<file path="config.mk">
export PLATFORM = sky130hd
export DESIGN_NAME = bresenham_line_stepper_top
export DESIGN_NICKNAME = d
export VERILOG_FILES = /design/src/rtl/core/blls_pkg.sv /design/src/rtl/core/blls_front.sv /design/src/rtl/core/blls_queue.sv /design/src/rtl/core/blls_back.sv /design/src/rtl/core/bresenham_line_stepper_top.sv
export SDC_FILE = /design/constraint.sdc
export NUM_CORES = 1
export LEC_CHECK = 0
export ABC_CLOCK_PERIOD_IN_PS = 6200
export BUFFER_PORTS_ARGS = -buffer_cell sky130_fd_sc_hd__clkbuf_2
export CORE_MARGIN = 5
export CORE_UTILIZATION = 40
export DETAILED_ROUTE_END_ITERATION = 12
export SETUP_SLACK_MARGIN = 0.5
export SLEW_MARGIN = 15
export SYNTH_ARGS = -nofsm -noshare
export SYNTH_HDL_FRONTEND = slang
export SYNTH_SLANG_ARGS = --single-unit
</file>
<file path="constraint.sdc">
create_clock -name clk_i -period 6.2 [get_ports clk_i]
set_clock_uncertainty 0.05 [all_clocks]
set_input_delay 0.62 -clock clk_i [delete_from_list [all_inputs] [get_ports clk_i]]
set_output_delay 0.62 -clock clk_i [all_outputs]
set_load 0.005 [all_outputs]
</file>
<file path="src/rtl/core/blls_pkg.sv">
// ----------------------------------------------------------------------------
// blls_pkg: shared types for the Bresenham line stepper
// Coordinate, error-term and line-command types used by the front end, the
// command queue and the pixel stepper.
// ----------------------------------------------------------------------------
package blls_pkg;

  // Width of every coordinate port; narrower rasters mask inside the block.
  localparam int unsigned FieldW = 6;
  // The error term stays within about twice the longest delta, and the
  // doubled term needs one bit more.
  localparam int unsigned ErrW   = FieldW + 3;
  localparam int unsigned QDepth = 2;

  typedef logic [FieldW-1:0]        coord_t;
  typedef logic signed [ErrW-1:0]   err_t;

  // One classified line, ready for the stepper.
  typedef struct packed {
    coord_t x;
    coord_t y;
    coord_t ex;
    coord_t ey;
    coord_t dx;
    coord_t dy;
    logic   x_neg;
    logic   y_neg;
    err_t   err;
  } line_cmd_t;

  typedef struct packed {
    logic full;
    logic empty;
  } queue_stat_t;

  typedef enum logic {
    BackIdle,
    BackRun
  } back_state_e;

endpackage

</file>
<file path="src/rtl/core/blls_front.sv">
// ----------------------------------------------------------------------------
// blls_front: line setup
// Masks the endpoints to the raster, derives deltas, directions and the
// initial error term, and drops lines whose endpoints coincide.
// ----------------------------------------------------------------------------
module blls_front #(
  parameter int unsigned COORD_BITS = 6
) (
  input  logic                 start_i,
  input  logic                 busy_i,
  input  blls_pkg::coord_t     start_x_i,
  input  blls_pkg::coord_t     start_y_i,
  input  blls_pkg::coord_t     end_x_i,
  input  blls_pkg::coord_t     end_y_i,
  output logic                 push_o,
  output blls_pkg::line_cmd_t  cmd_o
);
  import blls_pkg::*;

  localparam coord_t CoordMask = coord_t'((1 << COORD_BITS) - 1);

  coord_t x, y, ex, ey, dx, dy;
  err_t   dx_ext, dy_ext;

  always_comb begin
    x  = start_x_i & CoordMask;
    y  = start_y_i & CoordMask;
    ex = end_x_i & CoordMask;
    ey = end_y_i & CoordMask;
    dx = (x < ex) ? (ex - x) : (x - ex);
    dy = (y < ey) ? (ey - y) : (y - ey);
    dx_ext = err_t'({{(ErrW - FieldW){1'b0}}, dx});
    dy_ext = err_t'({{(ErrW - FieldW){1'b0}}, dy});

    cmd_o.x     = x;
    cmd_o.y     = y;
    cmd_o.ex    = ex;
    cmd_o.ey    = ey;
    cmd_o.dx    = dx;
    cmd_o.dy    = dy;
    cmd_o.x_neg = !(x < ex);
    cmd_o.y_neg = !(y < ey);
    cmd_o.err   = dx_ext - dy_ext;

    // A line whose endpoints coincide has no pixels at all.
    push_o = start_i && !busy_i && ((x != ex) || (y != ey));
  end

endmodule

</file>
<file path="src/rtl/core/blls_queue.sv">
// ----------------------------------------------------------------------------
// blls_queue: line command queue
// Small FIFO that decouples line setup from pixel stepping.
// ----------------------------------------------------------------------------
module blls_queue (
  input  logic                   clk_i,
  input  logic                   rst_ni,
  input  logic                   push_i,
  input  blls_pkg::line_cmd_t    cmd_i,
  input  logic                   pop_i,
  output blls_pkg::line_cmd_t    cmd_o,
  output blls_pkg::queue_stat_t  stat_o
);
  import blls_pkg::*;

  localparam int unsigned PtrW = $clog2(QDepth);
  localparam int unsigned CntW = $clog2(QDepth + 1);

  line_cmd_t         mem_q [QDepth];
  logic [PtrW-1:0]   wr_ptr_q, wr_ptr_d;
  logic [PtrW-1:0]   rd_ptr_q, rd_ptr_d;
  logic [CntW-1:0]   cnt_q, cnt_d;

  always_comb begin
    wr_ptr_d = wr_ptr_q;
    rd_ptr_d = rd_ptr_q;
    cnt_d    = cnt_q;
    if (push_i) begin
      wr_ptr_d = (wr_ptr_q == PtrW'(QDepth - 1)) ? '0 : wr_ptr_q + 1'b1;
    end
    if (pop_i) begin
      rd_ptr_d = (rd_ptr_q == PtrW'(QDepth - 1)) ? '0 : rd_ptr_q + 1'b1;
    end
    unique case ({push_i, pop_i})
      2'b10:   cnt_d = cnt_q + 1'b1;
      2'b01:   cnt_d = cnt_q - 1'b1;
      default: cnt_d = cnt_q;
    endcase
  end

  always_ff @(posedge clk_i or negedge rst_ni) begin
    if (!rst_ni) begin
      wr_ptr_q <= '0;
      rd_ptr_q <= '0;
      cnt_q    <= '0;
    end else begin
      wr_ptr_q <= wr_ptr_d;
      rd_ptr_q <= rd_ptr_d;
      cnt_q    <= cnt_d;
    end
  end

  always_ff @(posedge clk_i) begin
    if (push_i) begin
      mem_q[wr_ptr_q] <= cmd_i;
    end
  end

  assign cmd_o        = mem_q[rd_ptr_q];
  assign stat_o.full  = (cnt_q == CntW'(QDepth));
  assign stat_o.empty = (cnt_q == '0);

endmodule

</file>
<file path="src/rtl/core/blls_back.sv">
// ----------------------------------------------------------------------------
// blls_back: pixel stepper
// Walks one line a pixel per cycle and marks the pixel before the end point.
// ----------------------------------------------------------------------------
module blls_back (
  input  logic                   clk_i,
  input  logic                   rst_ni,
  input  blls_pkg::queue_stat_t  stat_i,
  input  blls_pkg::line_cmd_t    cmd_i,
  output logic                   pop_o,
  output logic                   pix_valid_o,
  output blls_pkg::coord_t       pix_x_o,
  output blls_pkg::coord_t       pix_y_o,
  output logic                   last_pixel_o
);
  import blls_pkg::*;

  back_state_e state_q, state_d;
  line_cmd_t   cur_q, cur_d;

  err_t   e2, dx_ext, dy_ext;
  logic   step_x, step_y, last;
  coord_t nx, ny;

  always_comb begin
    dx_ext = err_t'({{(ErrW - FieldW){1'b0}}, cur_q.dx});
    dy_ext = err_t'({{(ErrW - FieldW){1'b0}}, cur_q.dy});
    e2     = cur_q.err <<< 1;
    step_x = e2 > -dy_ext;
    step_y = e2 < dx_ext;
    nx     = step_x ? (cur_q.x_neg ? cur_q.x - 1'b1 : cur_q.x + 1'b1) : cur_q.x;
    ny     = step_y ? (cur_q.y_neg ? cur_q.y - 1'b1 : cur_q.y + 1'b1) : cur_q.y;
    last   = (nx == cur_q.ex) && (ny == cur_q.ey);
  end

  always_comb begin
    state_d = state_q;
    cur_d   = cur_q;
    pop_o   = 1'b0;
    unique case (state_q)
      BackIdle: begin
        if (!stat_i.empty) begin
          pop_o   = 1'b1;
          cur_d   = cmd_i;
          state_d = BackRun;
        end
      end
      BackRun: begin
        cur_d.x   = nx;
        cur_d.y   = ny;
        cur_d.err = cur_q.err - (step_x ? dy_ext : '0) + (step_y ? dx_ext : '0);
        if (last) begin
          if (!stat_i.empty) begin
            pop_o = 1'b1;
            cur_d = cmd_i;
          end else begin
            state_d = BackIdle;
          end
        end
      end
      default: state_d = BackIdle;
    endcase
  end

  always_ff @(posedge clk_i or negedge rst_ni) begin
    if (!rst_ni) begin
      state_q <= BackIdle;
    end else begin
      state_q <= state_d;
    end
  end

  always_ff @(posedge clk_i) begin
    cur_q <= cur_d;
  end

  assign pix_valid_o  = (state_q == BackRun);
  assign pix_x_o      = cur_q.x;
  assign pix_y_o      = cur_q.y;
  assign last_pixel_o = pix_valid_o && last;

endmodule

</file>
<file path="src/rtl/core/bresenham_line_stepper_top.sv">
// ----------------------------------------------------------------------------
// bresenham_line_stepper_top: all-octant Bresenham line stepper
// Turns a start point and an end point into a stream of pixel coordinates.
// ----------------------------------------------------------------------------
// A line item is taken at a rising edge where start is high and busy is
// low. The block emits the start pixel and every following pixel of the line,
// stopping just short of the end point, which is never drawn; an item whose
// endpoints coincide produces nothing. Each pixel appears for exactly one
// cycle with pix_valid_o high, and the final pixel of a line carries
// last_pixel_o. The receiver cannot stall the block, so it must take a pixel
// in every cycle that pix_valid_o is high. The stepper walks a line one pixel
// per cycle, and a line has up to 2^COORD_BITS - 1 pixels; that single-pixel
// loop in the stepper sets the throughput. An idle stepper first loads the
// line from the queue: the accepting edge writes the queue entry, the stepper
// then copies it into its current-line register, and that register drives
// the first pixel onto the result ports without further logic. A
// two-entry queue sits between setup and stepping, so busy rises only when
// two lines wait behind the one being drawn; while the stepper is busy, the
// next queued line starts in the cycle right after the last pixel.
// With COORD_BITS below 6, only the low COORD_BITS bits of each input
// coordinate are used.
module bresenham_line_stepper_top #(
  parameter int unsigned COORD_BITS = 6
) (
  input  logic              clk_i,
  input  logic              rst_ni,
  input  logic              start,
  output logic              busy,
  input  blls_pkg::coord_t  start_x_i,
  input  blls_pkg::coord_t  start_y_i,
  input  blls_pkg::coord_t  end_x_i,
  input  blls_pkg::coord_t  end_y_i,
  output logic              pix_valid_o,
  output blls_pkg::coord_t  pix_x_o,
  output blls_pkg::coord_t  pix_y_o,
  output logic              last_pixel_o
);
  import blls_pkg::*;

  logic        push, pop;
  line_cmd_t   push_cmd, pop_cmd;
  queue_stat_t q_stat;

  // Setup: masking, deltas, directions and the initial error term.
  blls_front #(
    .COORD_BITS(COORD_BITS)
  ) u_front (
    .start_i   (start),
    .busy_i    (busy),
    .start_x_i (start_x_i),
    .start_y_i (start_y_i),
    .end_x_i   (end_x_i),
    .end_y_i   (end_y_i),
    .push_o    (push),
    .cmd_o     (push_cmd)
  );

  // Lines waiting for the stepper.
  blls_queue u_queue (
    .clk_i  (clk_i),
    .rst_ni (rst_ni),
    .push_i (push),
    .cmd_i  (push_cmd),
    .pop_i  (pop),
    .cmd_o  (pop_cmd),
    .stat_o (q_stat)
  );

  // Pixel walk, one pixel per cycle.
  blls_back u_back (
    .clk_i        (clk_i),
    .rst_ni       (rst_ni),
    .stat_i       (q_stat),
    .cmd_i        (pop_cmd),
    .pop_o        (pop),
    .pix_valid_o  (pix_valid_o),
    .pix_x_o      (pix_x_o),
    .pix_y_o      (pix_y_o),
    .last_pixel_o (last_pixel_o)
  );

  // New items are refused only while the queue is full.
  assign busy = q_stat.full;

endmodule

</file>
==> metrics.md <==
| Metric | Value |
|---|---|
| First-pass GRT wire length | `28790 um` |
| Reg-to-Reg End | `u_back.cur_q[6]` |
| Startpoint types | `flop` |
| Vias in the first global route | `5365` |
| Share of cells above drive strength 1 | `0.1306` |
| Hold path depth | `1` |
| Worst Path Required | `6300 ps` |
| DRC Markers | `0` |
| Leakage power | `3.877 nW` |
| Gp weighted congestion | `0.8614` |
| Commonest cells post-synth | `136 x edfxtp_1, 82 x inv_1, 69 x mux2i_1` |
| Clock buffer depth | `2` |
| Warnings from Yosys | `0` |
| Final period utilization | `0.7787` |
| Final setup vio count | `0` |
| Initial core utilization | `0.4030` |
| Slew at the pin with the worst max-slew slack | `~1000 ps` |
| CTS tree | `done` |
| Slew HR | `0.3169` |
| Post-synth ARST share | `0.03546` |
| Core outline area | `approximately 21000 um^2` |
| Sequential share of the synthesized area | `0.5016` |
| Root buffer cell | `clkbuf_16` |
| CP Capture Type | `flop` |
| Clk Latency, worst-skew pair | `~420 ps` |
| Average size of a mapped cell | `12.16 um^2` |
| Top cell type's share of synthesized area | `0.4867` |
| Die Y | `154.8 um` |
| ANT nets after route | `0` |
| Pin count of the biggest net entering global routing | `between 40 and 50` |
| Worst Hold Class | `input port to flop` |
| GRT Util Overall | `0.1545` |
| EDFF count, synth | `between 100 and 150` |
| RSZ-0062 raised after global routing | `no` |
| Synth cell types | `71` |
| Reg2Reg Depth | `18` |
| PostCTS Resize Cnt | `0` |
| Status | `finished clean` |
| Fin. max-slew vios | `0` |
| Cell Pwr Density | `477.3 nW/um^2` |
| Fmax | `207.1 MHz` |
| Initial antenna violation count | `1` |
| Mapped Cells | `690` |
| Flop-to-flop setup slack | `about 1400 ps` |
| # diodes | `0` |
| Num rows | `53` |
| Routed len/inst | `17.60 um` |
| Pre-antenna DRT Iters | `5` |
| Area leader, netlist | `edfxtp_1` |
| Fin crit period | `around 4800 ps` |
| Critical path type | `flop to flop` |
| Die Width | `154.8 um` |
| Mapped Area | `8392 um^2` |
| CP max FO | `6` |
| Die area | `roughly 24000 um^2` |
| Final TNS setup | `0 ps` |
| Total CTS buffers | `17` |
| Hold EP | `u_queue.mem_q[1][44]` |
| Routed WL | `17910 um` |
| Min-delay src | `start_x_i[3]` |
| IO buf count | `a little over 40` |
| Yosys reg bits | `141` |
| DRT iter0 DRCs | `around 320` |
| Largest cells by area after synthesis | `edfxtp_1 49%, ha_1 8.9%, mux2i_1 8.2%` |
| Net Count, Synth | `790` |
| Clock-pin slew on the worst setup and hold paths | `~60 ps` |
| DPL Wire Length | `between 10000 and 15000 um` |
| Final nets | `slightly above 800` |
| Post-layout util | `0.4539` |
| Routed vias/inst | `5.142` |
| Area grow syn2layout | `12.63%` |
| Final Hold Viols | `0` |
| Predominant post-synthesis flop cell | `edfxtp_1` |
| Vias | `5235` |
| Peak supply drop | `about 0.00022 V` |
| CTS H-tree depth | `4` |
| Top-count cell post-synth | `edfxtp_1` |
| CTS Sinks | `about 140` |
| Crit path arrival time | `4930 ps` |
| Reg2reg start | `u_back.cur_q[11]` |
| IO Pins | `42` |
| Global route total overflow | `0` |
| Max Cap Viol | `0` |
-- critical path, stage by stage, from the launching register on --
cell      delay (ps)
edfxtp_1         410
inv_1            130
ha_1             230
nor4bb_1         390
ha_1             200
nand3_1          120
o32ai_1          670
inv_1            250
and3_1           270
fa_1             510
inv_1             40
ha_1             330
a21o_1           190
a21o_1           200
nand2_1           70
nand2_1           50
a21oi_1          180
xor2_1           170
mux2i_1           90
-- report_power, final --
group          switching [mW]  internal (mW)
registers               0.150           1.42
clock network           0.383          0.670
logic                    1.05          0.838
total                    1.58           2.93
-- layout make-up --
cell class	instances	area, um^2
Clock buffer	20	436.7
Timing Repair Buffer	47	252.7
Tap cell	275	344.1
Inverter	82	307.8
Sequential cell	141	4210
Fill cell	1917	11370
Clock inverter	12	168.9
Multi-Input combinational cell	441	3731
-- state kept, by name, summed over array words and instances, names as in the netlist --
name and cells:
u_back.cur_q 34, u_queue.rd_ptr_q 1, u_queue.mem_q 90, u_queue.cnt_q 2
u_back.pix_x_o 6, u_back.pix_y_o 6, u_back.pix_valid_o 1, u_queue.wr_ptr_q 1
-- metrics by stage --
step	setup WS, ps	instances	hold WS (ps)	cell area [um^2]	power, mW
final	1372	1018	377.9	9452	4.511
after global routing	1092	1018	363.3	9452	4.835
after CTS	1460	1018	359.2	9447	4.548
after detailed placement	1489	985	401.2	8831	3.465
after global placement	1632	985	396.0	8831	3.410
after floorplan	1785	690	274.4	8392	3.025
-- cell usage in the layout, fill, tap and decap left out, types with 22 or more instances in the layout --
cell      count
clkbuf_2     41
nand2_1      29
edfxtp_1    136
inv_1        82
a21oi_1      22
mux2i_1      69
nor2_1       40
a21o_1       22
ha_1         60
xnor2_1      28
-- cell families after synthesis --
group / synth area share
AO/OA/AOI/OAI: 0.09066
flip-flops: 0.5016
XOR/XNOR: 0.05129
multiplexers: 0.09751
adder cells (fa/ha/maj): 0.1205
buffers and inverters: 0.05666
AND/OR/NAND/NOR: 0.08186
-- worst max path at each step --
stage | startpoint | endpoint | cells after the start
2_1_floorplan | u_back.cur_q[11] | u_back.cur_q[10] | 13
3_3_place_gp | u_back.cur_q[13] | u_back.cur_q[6] | 18
3_5_place_dp | u_back.cur_q[11] | u_back.cur_q[7] | 17
4_1_cts | u_back.cur_q[11] | u_back.cur_q[7] | 17
5_1_grt | u_back.cur_q[12] | u_back.cur_q[5] | 17
6_report | u_back.cur_q[11] | u_back.cur_q[6] | 18
-- layer usage --
metal,routed length [um],GRT usage,up-vias
li1,-,-,2559
met1,8763,0.2232,2555
met2,8268,0.2398,102
met3,630,0.02574,19
met4,250,0.04626,0
met5,0,0,-
-- what timing repair did --
| action | 4_1_cts | 5_1_grt |
|---|---|---|
| hold buffers | 1 | 0 |
| buffers inserted | 0 | 0 |
| endpoints found under the hold margin | 5 | 0 |
Note: power is estimated with default switching activity, not from simulation.
